$ cat config.mk
export PLATFORM = sky130hd
export DESIGN_NAME = overlay_relay_connection_table_unit_flat
export DESIGN_NICKNAME = d
export VERILOG_FILES = /design/src/hdl/ocrt_pkg.sv /design/src/hdl/ocrt_if.sv /design/src/hdl/ocrt_ram.sv /design/src/hdl/overlay_relay_connection_table_unit.sv /design/src/flat_wrapper.sv
export VERILOG_INCLUDE_DIRS = /design/src /design/src/hdl
export SDC_FILE = /design/constraint.sdc
export NUM_CORES = 2
export LEC_CHECK = 0
export BUFFER_PORTS_ARGS = -buffer_cell sky130_fd_sc_hd__buf_2
export CORE_ASPECT_RATIO = 1.75
export CORE_UTILIZATION = 45
export CTS_BUF_LIST = sky130_fd_sc_hd__clkbuf_8
export DETAILED_ROUTE_END_ITERATION = 6
export SLEW_MARGIN = 30
export SYNTH_ARGS = -nofsm -noshare
export SYNTH_HDL_FRONTEND = slang
export SYNTH_HIERARCHICAL = 1
export SYNTH_SLANG_ARGS = --single-unit
$ cat constraint.sdc
create_clock -name clk -period 17.8 [get_ports clk]
set_input_delay 1.78 -clock clk [delete_from_list [all_inputs] [get_ports clk]]
set_output_delay 1.78 -clock clk [all_outputs]
set_load 0.02 [all_outputs]
$ cat src/hdl/overlay_relay_connection_table_unit_defines.svh
// assertion macros for the relay connection table
`ifndef OVERLAY_RELAY_CONNECTION_TABLE_UNIT_DEFINES_SVH
`define OVERLAY_RELAY_CONNECTION_TABLE_UNIT_DEFINES_SVH
`ifndef ASSERT_OFF
`define OCRT_ASSERT_IMP(lbl, clk, rst, ante, cons) \
  lbl: assert property (@(posedge clk) disable iff (rst) (ante) |-> (cons)) \
    else $error("relay table check failed");
`define OCRT_ASSERT_NXT(lbl, clk, rst, ante, cons) \
  lbl: assert property (@(posedge clk) disable iff (rst) (ante) |=> (cons)) \
    else $error("relay table check failed");
`else
`define OCRT_ASSERT_IMP(lbl, clk, rst, ante, cons)
`define OCRT_ASSERT_NXT(lbl, clk, rst, ante, cons)
`endif
`endif

$ cat src/hdl/ocrt_pkg.sv
// shared types and constants of the relay connection table
package ocrt_pkg;
  localparam int NUM_PAIRS_DEF = 16;
  localparam logic [3:0] TIMEOUT_RST = 4'd3;
  localparam int ENTRY_W = 96;

  localparam logic [1:0] OP_SETUP = 2'd0;
  localparam logic [1:0] OP_PKT   = 2'd1;
  localparam logic [1:0] OP_TICK  = 2'd2;

  localparam logic [1:0] KIND_DATA = 2'd0;
  localparam logic [1:0] KIND_ACK  = 2'd1;
  localparam logic [1:0] KIND_REJ  = 2'd2;

  localparam logic [2:0] ACT_REJECT  = 3'd1;
  localparam logic [2:0] ACT_ACK     = 3'd2;
  localparam logic [2:0] ACT_FWD_REQ = 3'd3;
  localparam logic [2:0] ACT_TO_POST = 3'd4;
  localparam logic [2:0] ACT_TO_PRE  = 3'd5;

  // one stored pair: both peers of the relay
  typedef struct packed {
    logic [31:0] pre_ip;
    logic [15:0] pre_peer_port;
    logic [31:0] post_ip;
    logic [15:0] post_peer_port;
  } entry_t;

  typedef struct packed {
    logic [2:0]  action;
    logic [31:0] dest_ip;
    logic [15:0] dest_port;
    logic [4:0]  via_channel;
    logic [4:0]  advertised_channel;
    logic [7:0]  hop_out;
    logic        last;
  } result_t;
endpackage

$ cat src/hdl/ocrt_if.sv
// handshake channels of the relay connection table
interface ocrt_req_if;
  logic        valid;
  logic        ready;
  logic [1:0]  op;
  logic [4:0]  channel;
  logic [31:0] src_ip;
  logic [15:0] src_port;
  logic [1:0]  pkt_kind;
  logic [15:0] ack_port;
  logic [7:0]  hop_count;
  logic        req_length_ok;
  logic [31:0] next_ip;
  logic [15:0] next_port;
  modport source (output valid, op, channel, src_ip, src_port, pkt_kind, ack_port,
                  hop_count, req_length_ok, next_ip, next_port, input ready);
  modport sink (input valid, op, channel, src_ip, src_port, pkt_kind, ack_port,
                hop_count, req_length_ok, next_ip, next_port, output ready);
endinterface

interface ocrt_res_if;
  logic        valid;
  logic        ready;
  logic [2:0]  action;
  logic [31:0] dest_ip;
  logic [15:0] dest_port;
  logic [4:0]  via_channel;
  logic [4:0]  advertised_channel;
  logic [7:0]  hop_out;
  logic        last;
  modport source (output valid, action, dest_ip, dest_port, via_channel,
                  advertised_channel, hop_out, last, input ready);
  modport sink (input valid, action, dest_ip, dest_port, via_channel,
                advertised_channel, hop_out, last, output ready);
endinterface

interface ocrt_cfg_if;
  logic       valid;
  logic       ready;
  logic [3:0] data;
  modport source (output valid, data, input ready);
  modport sink (input valid, data, output ready);
endinterface

$ cat src/hdl/ocrt_ram.sv
// generic single write, single read ram with registered read
module ocrt_ram #(
  parameter int WIDTH = 8,
  parameter int DEPTH = 16,
  localparam int AW = (DEPTH > 1) ? $clog2(DEPTH) : 1
) (
  input  logic             clk,
  input  logic             we,
  input  logic [AW-1:0]    waddr,
  input  logic [WIDTH-1:0] wdata,
  input  logic [AW-1:0]    raddr,
  output logic [WIDTH-1:0] rdata
);
  logic [WIDTH-1:0] mem [DEPTH];

  // write port and registered read
  always_ff @(posedge clk) begin
    if (we) begin
      mem[waddr] <= wdata;
    end
    rdata <= mem[raddr];
  end
endmodule

$ cat src/hdl/overlay_relay_connection_table_unit.sv
// relay connection table: pair flags in flops, peer addresses in one ram
// setup result is registered and shown the cycle after accept; packet result follows the ram read in S_RMW
// tick: pairs aged at accept, then each reject goes through S_TICK and S_OUT in turn
// a new item is taken only in S_IDLE, so not before the last result is accepted (output stall holds it)
// reset clears all pair flags and wait counts and sets the timeout to 3 ticks
// address store is not cleared; entries are written at setup before any read
`include "overlay_relay_connection_table_unit_defines.svh"
module overlay_relay_connection_table_unit #(
  parameter int NUM_PAIRS = ocrt_pkg::NUM_PAIRS_DEF
) (
  input logic        clk,
  input logic        rst,
  ocrt_req_if.sink   req,
  ocrt_res_if.source res,
  ocrt_cfg_if.sink   cfg
);
  localparam int PW = (NUM_PAIRS > 1) ? $clog2(NUM_PAIRS) : 1;

  typedef enum logic [3:0] {
    S_IDLE = 4'b0001,
    S_RMW  = 4'b0010,
    S_TICK = 4'b0100,
    S_OUT  = 4'b1000
  } state_t;

  state_t state, state_next;
  logic [3:0] timeout_ticks;
  logic [NUM_PAIRS-1:0] used, used_next, up_pend, up_pend_next, dn_pend, dn_pend_next;
  logic [NUM_PAIRS-1:0] tick_mask, tick_mask_next, exp_mask;
  logic [3:0] wcnt [NUM_PAIRS];
  logic [3:0] wcnt_next [NUM_PAIRS];
  logic [3:0] wcnt_inc [NUM_PAIRS];
  ocrt_pkg::result_t rslt, rslt_next;

  // latched packet fields
  logic [4:0]  q_ch;
  logic [31:0] q_sip;
  logic [15:0] q_sport;
  logic [1:0]  q_kind;
  logic [15:0] q_aport;

  logic ram_we;
  logic [PW-1:0] ram_waddr, ram_raddr;
  ocrt_pkg::entry_t ram_wdata, ram_rdata;

  logic [PW-1:0] free_idx, exp_low, mask_low, req_pi, q_pi;
  logic free_found, pkt_hit;

  ocrt_ram #(.WIDTH(ocrt_pkg::ENTRY_W), .DEPTH(NUM_PAIRS)) u_ram (
    .clk  (clk),
    .we   (ram_we),
    .waddr(ram_waddr),
    .wdata(ram_wdata),
    .raddr(ram_raddr),
    .rdata(ram_rdata)
  );

  assign req.ready = (state == S_IDLE);
  assign cfg.ready = 1'b1;
  assign res.valid = (state == S_OUT);
  assign res.action = rslt.action;
  assign res.dest_ip = rslt.dest_ip;
  assign res.dest_port = rslt.dest_port;
  assign res.via_channel = rslt.via_channel;
  assign res.advertised_channel = rslt.advertised_channel;
  assign res.hop_out = rslt.hop_out;
  assign res.last = rslt.last;

  assign req_pi = req.channel[PW:1];
  assign q_pi = q_ch[PW:1];
  assign pkt_hit = ({1'b0, req.channel[4:1]} < 5'(NUM_PAIRS)) && used[req_pi];

  // aging, lowest free pair and lowest pending reject
  always_comb begin
    free_found = 1'b0;
    free_idx = '0;
    exp_low = '0;
    mask_low = '0;
    for (int i = NUM_PAIRS - 1; i >= 0; i--) begin
      wcnt_inc[i] = wcnt[i] + 4'd1;
      exp_mask[i] = used[i] && dn_pend[i] && (wcnt_inc[i] == timeout_ticks);
      if (!used[i]) begin
        free_found = 1'b1;
        free_idx = PW'(i);
      end
      if (exp_mask[i]) begin
        exp_low = PW'(i);
      end
      if (tick_mask[i]) begin
        mask_low = PW'(i);
      end
    end
  end

  // read address: packet pair, first expired pair, or next pending reject
  always_comb begin
    if (state == S_IDLE) begin
      ram_raddr = (req.op == ocrt_pkg::OP_TICK) ? exp_low : req_pi;
    end else begin
      ram_raddr = mask_low;
    end
  end

  // next state and table update
  always_comb begin
    state_next = state;
    used_next = used;
    up_pend_next = up_pend;
    dn_pend_next = dn_pend;
    wcnt_next = wcnt;
    tick_mask_next = tick_mask;
    rslt_next = rslt;
    ram_we = 1'b0;
    ram_waddr = q_pi;
    ram_wdata = ram_rdata;
    unique case (state)
      S_IDLE: begin
        if (req.valid) begin
          unique case (req.op)
            ocrt_pkg::OP_SETUP: begin
              rslt_next = '0;
              rslt_next.last = 1'b1;
              if (!free_found || !req.req_length_ok) begin
                rslt_next.action = ocrt_pkg::ACT_REJECT;
                rslt_next.dest_ip = req.src_ip;
                rslt_next.dest_port = req.src_port;
              end else begin
                used_next[free_idx] = 1'b1;
                up_pend_next[free_idx] = 1'b1;
                dn_pend_next[free_idx] = (req.hop_count > 8'd1);
                wcnt_next[free_idx] = '0;
                ram_we = 1'b1;
                ram_waddr = free_idx;
                ram_wdata.pre_ip = req.src_ip;
                ram_wdata.pre_peer_port = req.src_port;
                ram_wdata.post_ip = req.next_ip;
                ram_wdata.post_peer_port = (req.hop_count > 8'd1) ? 16'd0 : req.next_port;
                if (req.hop_count > 8'd1) begin
                  rslt_next.action = ocrt_pkg::ACT_FWD_REQ;
                  rslt_next.dest_ip = req.next_ip;
                  rslt_next.dest_port = req.next_port;
                  rslt_next.via_channel = {4'(free_idx), 1'b1};
                  rslt_next.hop_out = req.hop_count - 8'd1;
                end else begin
                  rslt_next.action = ocrt_pkg::ACT_ACK;
                  rslt_next.dest_ip = req.src_ip;
                  rslt_next.dest_port = req.src_port;
                  rslt_next.advertised_channel = {4'(free_idx), 1'b0};
                end
              end
              state_next = S_OUT;
            end
            ocrt_pkg::OP_PKT: begin
              if (pkt_hit) begin
                state_next = S_RMW;
              end
            end
            ocrt_pkg::OP_TICK: begin
              for (int i = 0; i < NUM_PAIRS; i++) begin
                if (used[i] && dn_pend[i]) begin
                  wcnt_next[i] = exp_mask[i] ? 4'd0 : wcnt_inc[i];
                end
              end
              used_next = used & ~exp_mask;
              up_pend_next = up_pend & ~exp_mask;
              dn_pend_next = dn_pend & ~exp_mask;
              tick_mask_next = exp_mask;
              if (exp_mask != '0) begin
                state_next = S_TICK;
              end
            end
            default: begin
            end
          endcase
        end
      end
      S_RMW: begin
        rslt_next = '0;
        rslt_next.last = 1'b1;
        state_next = S_IDLE;
        if (q_ch[0] && dn_pend[q_pi] && (q_sip == ram_rdata.post_ip) &&
            (q_kind == ocrt_pkg::KIND_ACK)) begin
          rslt_next.action = ocrt_pkg::ACT_ACK;
          rslt_next.dest_ip = ram_rdata.pre_ip;
          rslt_next.dest_port = ram_rdata.pre_peer_port;
          rslt_next.advertised_channel = {q_ch[4:1], 1'b0};
          ram_we = 1'b1;
          ram_wdata.post_peer_port = q_aport;
          dn_pend_next[q_pi] = 1'b0;
          wcnt_next[q_pi] = '0;
          state_next = S_OUT;
        end else if (q_ch[0] && dn_pend[q_pi] && (q_sip == ram_rdata.post_ip) &&
                     (q_kind == ocrt_pkg::KIND_REJ)) begin
          rslt_next.action = ocrt_pkg::ACT_REJECT;
          rslt_next.dest_ip = ram_rdata.pre_ip;
          rslt_next.dest_port = ram_rdata.pre_peer_port;
          used_next[q_pi] = 1'b0;
          up_pend_next[q_pi] = 1'b0;
          dn_pend_next[q_pi] = 1'b0;
          wcnt_next[q_pi] = '0;
          state_next = S_OUT;
        end else if (!q_ch[0]) begin
          // upstream data; first packet learns the pre port
          if ((q_sip == ram_rdata.pre_ip) && !dn_pend[q_pi]) begin
            if (up_pend[q_pi]) begin
              up_pend_next[q_pi] = 1'b0;
              ram_we = 1'b1;
              ram_wdata.pre_peer_port = q_sport;
            end
            if (up_pend[q_pi] || (ram_rdata.pre_peer_port == q_sport)) begin
              rslt_next.action = ocrt_pkg::ACT_TO_POST;
              rslt_next.dest_ip = ram_rdata.post_ip;
              rslt_next.dest_port = ram_rdata.post_peer_port;
              rslt_next.via_channel = {q_ch[4:1], 1'b1};
              state_next = S_OUT;
            end
          end
        end else begin
          // downstream data
          if ((q_sip == ram_rdata.post_ip) && (q_sport == ram_rdata.post_peer_port) &&
              !up_pend[q_pi]) begin
            rslt_next.action = ocrt_pkg::ACT_TO_PRE;
            rslt_next.dest_ip = ram_rdata.pre_ip;
            rslt_next.dest_port = ram_rdata.pre_peer_port;
            rslt_next.via_channel = {q_ch[4:1], 1'b0};
            state_next = S_OUT;
          end
        end
      end
      S_TICK: begin
        rslt_next = '0;
        rslt_next.action = ocrt_pkg::ACT_REJECT;
        rslt_next.dest_ip = ram_rdata.pre_ip;
        rslt_next.dest_port = ram_rdata.pre_peer_port;
        tick_mask_next = tick_mask & ~(NUM_PAIRS'(1) << mask_low);
        rslt_next.last = (tick_mask_next == '0);
        state_next = S_OUT;
      end
      S_OUT: begin
        if (res.ready) begin
          state_next = (tick_mask != '0) ? S_TICK : S_IDLE;
        end
      end
      default: begin
        state_next = S_IDLE;
      end
    endcase
  end

  // control registers
  always_ff @(posedge clk) begin
    if (rst) begin
      state <= S_IDLE;
      timeout_ticks <= ocrt_pkg::TIMEOUT_RST;
      used <= '0;
      up_pend <= '0;
      dn_pend <= '0;
      tick_mask <= '0;
      for (int i = 0; i < NUM_PAIRS; i++) begin
        wcnt[i] <= '0;
      end
    end else begin
      state <= state_next;
      if (cfg.valid) begin
        timeout_ticks <= cfg.data;
      end
      used <= used_next;
      up_pend <= up_pend_next;
      dn_pend <= dn_pend_next;
      tick_mask <= tick_mask_next;
      wcnt <= wcnt_next;
    end
  end

  // payload registers
  always_ff @(posedge clk) begin
    rslt <= rslt_next;
    if (req.valid && req.ready) begin
      q_ch <= req.channel;
      q_sip <= req.src_ip;
      q_sport <= req.src_port;
      q_kind <= req.pkt_kind;
      q_aport <= req.ack_port;
    end
  end

  `OCRT_ASSERT_IMP(a_tick_has_work, clk, rst, state == S_TICK, tick_mask != '0)
  `OCRT_ASSERT_IMP(a_more_follows, clk, rst, res.valid && !res.last, tick_mask != '0)
  `OCRT_ASSERT_IMP(a_pend_in_use, clk, rst, 1'b1, ((dn_pend | up_pend) & ~used) == '0)
  `OCRT_ASSERT_NXT(a_out_holds, clk, rst, res.valid && !res.ready, res.valid)
endmodule

$ cat src/flat_wrapper.sv
// flat-port wrapper written by rule: the top's interface ports become plain ports
module overlay_relay_connection_table_unit_flat 
#(
  parameter int NUM_PAIRS = ocrt_pkg::NUM_PAIRS_DEF
)
  (clk, rst, req_valid, req_op, req_channel, req_src_ip, req_src_port, req_pkt_kind, req_ack_port, req_hop_count, req_req_length_ok, req_next_ip, req_next_port, req_ready, res_valid, res_action, res_dest_ip, res_dest_port, res_via_channel, res_advertised_channel, res_hop_out, res_last, res_ready, cfg_valid, cfg_data, cfg_ready);
  ocrt_req_if req_i ();
  ocrt_res_if res_i ();
  ocrt_cfg_if cfg_i ();
  input logic clk;
  input logic rst;
  input wire logic [$bits(req_i.valid)-1:0] req_valid;
  input wire logic [$bits(req_i.op)-1:0] req_op;
  input wire logic [$bits(req_i.channel)-1:0] req_channel;
  input wire logic [$bits(req_i.src_ip)-1:0] req_src_ip;
  input wire logic [$bits(req_i.src_port)-1:0] req_src_port;
  input wire logic [$bits(req_i.pkt_kind)-1:0] req_pkt_kind;
  input wire logic [$bits(req_i.ack_port)-1:0] req_ack_port;
  input wire logic [$bits(req_i.hop_count)-1:0] req_hop_count;
  input wire logic [$bits(req_i.req_length_ok)-1:0] req_req_length_ok;
  input wire logic [$bits(req_i.next_ip)-1:0] req_next_ip;
  input wire logic [$bits(req_i.next_port)-1:0] req_next_port;
  output wire logic [$bits(req_i.ready)-1:0] req_ready;
  output wire logic [$bits(res_i.valid)-1:0] res_valid;
  output wire logic [$bits(res_i.action)-1:0] res_action;
  output wire logic [$bits(res_i.dest_ip)-1:0] res_dest_ip;
  output wire logic [$bits(res_i.dest_port)-1:0] res_dest_port;
  output wire logic [$bits(res_i.via_channel)-1:0] res_via_channel;
  output wire logic [$bits(res_i.advertised_channel)-1:0] res_advertised_channel;
  output wire logic [$bits(res_i.hop_out)-1:0] res_hop_out;
  output wire logic [$bits(res_i.last)-1:0] res_last;
  input wire logic [$bits(res_i.ready)-1:0] res_ready;
  input wire logic [$bits(cfg_i.valid)-1:0] cfg_valid;
  input wire logic [$bits(cfg_i.data)-1:0] cfg_data;
  output wire logic [$bits(cfg_i.ready)-1:0] cfg_ready;
  assign req_i.valid = req_valid;
  assign req_i.op = req_op;
  assign req_i.channel = req_channel;
  assign req_i.src_ip = req_src_ip;
  assign req_i.src_port = req_src_port;
  assign req_i.pkt_kind = req_pkt_kind;
  assign req_i.ack_port = req_ack_port;
  assign req_i.hop_count = req_hop_count;
  assign req_i.req_length_ok = req_req_length_ok;
  assign req_i.next_ip = req_next_ip;
  assign req_i.next_port = req_next_port;
  assign req_ready = req_i.ready;
  assign res_valid = res_i.valid;
  assign res_action = res_i.action;
  assign res_dest_ip = res_i.dest_ip;
  assign res_dest_port = res_i.dest_port;
  assign res_via_channel = res_i.via_channel;
  assign res_advertised_channel = res_i.advertised_channel;
  assign res_hop_out = res_i.hop_out;
  assign res_last = res_i.last;
  assign res_i.ready = res_ready;
  assign cfg_i.valid = cfg_valid;
  assign cfg_i.data = cfg_data;
  assign cfg_ready = cfg_i.ready;
  overlay_relay_connection_table_unit #(.NUM_PAIRS(NUM_PAIRS)) u_core (.clk(clk), .rst(rst), .req(req_i), .res(res_i), .cfg(cfg_i));
endmodule
==> run_results.csv <==
group,metric,value,unit
setup_path,arrival,7.29,ns
synth,synthMuxAreaShare,11.8,%
synth,synth_nets,4854,
drt,ant_nets,0,
synth,yosysUniqueCellTypes,87,
grt,grt_pass1_vias,47200,
grt,grt_max_degree,150,
setup_path,critPathKind,"flop to flop",
synth,synth_edf_count,1676,
drt,wl,227,mm
power_and_ir_drop,max-vdd-ir-drop,0.0664,mV
run_status,status,"finished, violations left",
synth,ys_ff_latch,1908,
synth,yosysWarnings,6,
sta,slew_headroom,30.4,%
sta,worstMarginPinSlew,1.04,ns
sta,finalCriticalPeriod,6.78,ns
finish,drive_gt1_share,22.4,%
power_and_ir_drop,intPower,7.78,mW
cts,clkLatencyLatePin,0.95,ns
finish,nFillCells,14300,
synth,async_flop_share,0,%
floorplan,num_rows,201,
cts,clk_path_buf_depth,4,
grt,grt_overflow,0,
power_and_ir_drop,comb_power_share,15.1,%
power_and_ir_drop,total_power,10.8,mW
cts,clock_sink_count,1908,
flow_run,drv_cap,0,
drt,first_pass_iters,7,
run_status,violations,"design-rule violations",
cts,cts_buffers,284,
synth,synth-compound-area-share,7.23,%
power_and_ir_drop,p_switching,3.03,mW
drt,drc,2,
floorplan,die_h,552,microns
sta,rsz0062_at_grt,"no",
drt,via_per_inst,6.19,
grt,grt_usage,25.9,%
finish,final_common_cell,"edfxtp_1",
setup_path,critical_path_required,18.31,ns
synth,synth.top_cell.area_share,64.6,%
finish,final_cell_mix,"edfxtp_1 (1676), nand2_1 (616), mux4_2 (396)",
sta,skew,0.0909,ns
sta,final.setup.tns,0,ns
drt,vias,46500,
synth,yosysSeqAreaShare,70.6,%
power_and_ir_drop,leakage,29.2,nW
sta,fmax,147,MHz
drt,drt_iter0_markers,4674,
setup_path,end_kind,"flop",
cts,post_cts_resized,0,
synth,ys.flop_type,"edfxtp_1",
cts,tritoncts,"yes",
power_and_ir_drop,powerDensity,124,mW/mm^2
cts,cts_post_setup_buffers_inserted,0,
power_and_ir_drop,switching_share,28.0,%
sta,drv_slew,0,
synth,synthSimpleGateAreaFrac,5.88,%
floorplan,coreArea,0.172,sq mm
cts,clockRootBuffer,"clkbuf_8",
synth,yosysTopAreaCell,"edfxtp_1",
cts,htree_levels,5,
synth,synth.area.top_cells,"edfxtp_1 (65%), mux4_2 (11%), dfxtp_1 (6.0%)",
hold_path,hold_class,"flop to flop",
floorplan,die_area,0.175,sq mm
floorplan,die_w,316,microns
setup_path,critPathMaxFanout,44,
synth,synthXorXnorAreaFrac,2.26,%
place,dp_hpwl,134,mm
synth,syn_area,0.0779,sq mm
synth,synth_top_family_by_area,"multiplexers",
sta,final-hold-violation-count,0,
cts,ctsHoldBuffers,0,
power_and_ir_drop,clockPowerShare,32.7,%
place,place_congestion,0.980,
cts,clkTransAtPathRegs,0.06,ns
grt,grt_pass1_wl,327,mm
synth,syn_avg_cell_area,16.6,sq um
sta,fin_crit_sh,38.1,%
drt,avgRoutedWirePerCell,30.3,microns
grt,antenna_found_initial,17,
power_and_ir_drop,p_seq_share,52.2,%
finish,nets,5205,
synth,netlist_instances,4694,
sta,finalSetupViolCount,0,
floorplan,start_util,45.4,%
place,io_buffers,209,
synth,synth_fa_ha_area_share,0.337,%
setup_path,crit_path_start_kind,"flop",
floorplan,pin_count,212,
finish,area_growth,12.1,%
==> final timing paths <==
kind,endpoint,cells after the start,slack (ns),startpoint
max reg2reg,u_core/u_ram/mem[14][53],13,11.02,u_core/q_ch[1]
min reg2reg,u_core/timeout_ticks[0],2,0.47,u_core/timeout_ticks[0]
min,u_core/timeout_ticks[0],2,0.47,u_core/timeout_ticks[0]
max,u_core/u_ram/mem[14][53],13,11.02,u_core/q_ch[1]
==> cell type report <==
class / count / area [sq um] / area share [%]
clock inverter: 197 / 1210 / 1.39
sequential: 1908 / 55000 / 63.0
clock buffer: 316 / 4350 / 4.98
multi-input combinational: 2468 / 21700 / 24.8
antenna: 8 / 20.0 / 0.0229
inverter: 49 / 185 / 0.212
timing repair buffer: 334 / 2110 / 2.41
tap: 2233 / 2790 / 3.20
==> flip-flops by register name, summed over array words and instances (netlist names), 2 cells and up <==
signal / count
u_core/used: 16
u_core/u_ram/mem: 1536
u_core/res.dest_ip: 32
u_core/res.hop_out: 8
u_core/res.dest_port: 16
u_core/q_ch: 5
u_core/up_pend: 16
u_core/wcnt: 64
u_core/res.advertised_channel: 4
u_core/tick_mask: 16
u_core/q_sport: 16
u_core/u_ram/rdata: 96
u_core/q_kind: 2
u_core/q_aport: 16
u_core/res.via_channel: 5
u_core/state: 4
u_core/dn_pend: 16
u_core/q_sip: 32
u_core/timeout_ticks: 4
u_core/res.action: 3
==> per-layer routing <==
layer | wire length [microns] | global-route usage [%]
met3 | 17900 | 4.61
met5 | 102 | 0
met4 | 9620 | 10.8
met1 | 85400 | 32.7
met2 | 114000 | 43.7
==> power by group through the flow <==
| stage | clock (mW) | combinational, mW | sequential [mW] |
|---|---|---|---|
| 6_report | 3.53 | 1.64 | 5.64 |
| 5_1_grt | 3.79 | 1.76 | 5.64 |
| 4_1_cts | 3.61 | 1.64 | 5.64 |
| 3_5_place_dp | 0 | 1.64 | 5.73 |
| 3_3_place_gp | 0 | 1.61 | 5.73 |
| 2_1_floorplan | 0 | 1.08 | 5.59 |
==> Yosys cell counts, types with 23 or more instances <==
master,count
a31oi_1,35
a22oi_1,232
xor2_1,86
buf_2,32
buf_1,39
xnor2_1,97
a21oi_1,157
nor2_1,147
a21o_1,24
nor3_1,37
clkbuf_1,152
buf_4,23
nor4_1,28
dfxtp_1,232
nand2b_1,27
o21ai_0,98
inv_1,47
nand4_1,28
nand2_1,618
a221o_1,68
nand3_1,51
edfxtp_1,1676
mux4_2,396
==> logic make-up after synthesis <==
group                      Yosys count
other                                2
adders and majority gates           21
DFF                               1908
buffers and inverters              318
and+or+nand+nor                   1039
muxes                              421
xor gates and xnor gates           190
AOI/OAI and AO/OA                  795
==> metrics by stage <==
| stage | utilization, % | instances | hold slack [ns] | cell area [sq um] | setup slack [ns] |
|---|---|---|---|---|---|
| 5_1_grt | 50.9 | 7512 | 0.495 | 87300 | 10.75 |
| 6_report | 50.9 | 7513 | 0.465 | 87300 | 11.02 |
| 2_1_floorplan | - | 4694 | 0.451 | 77900 | 6.31 |
| 4_1_cts | 50.9 | 7503 | 0.470 | 87200 | 10.70 |
| 3_5_place_dp | 47.6 | 6990 | 0.454 | 81700 | 10.29 |
| 3_3_place_gp | 47.6 | 6989 | 0.451 | 81600 | 10.32 |
==> worst max-delay path, stage by stage (launching register included) <==
cell and delay, ns:
edfxtp_1 0.76, buf_4 0.33, mux4_2 0.51, a22oi_1 0.83
and2_1 0.37, nand3_2 0.09, buf_4 0.25, o21ai_0 0.11
nand2_1 0.15, nand2_1 0.17, nand3_1 0.33, nor2_4 0.77
buf_4 0.85, buf_4 0.75
Power figures use the tool's default switching activity.
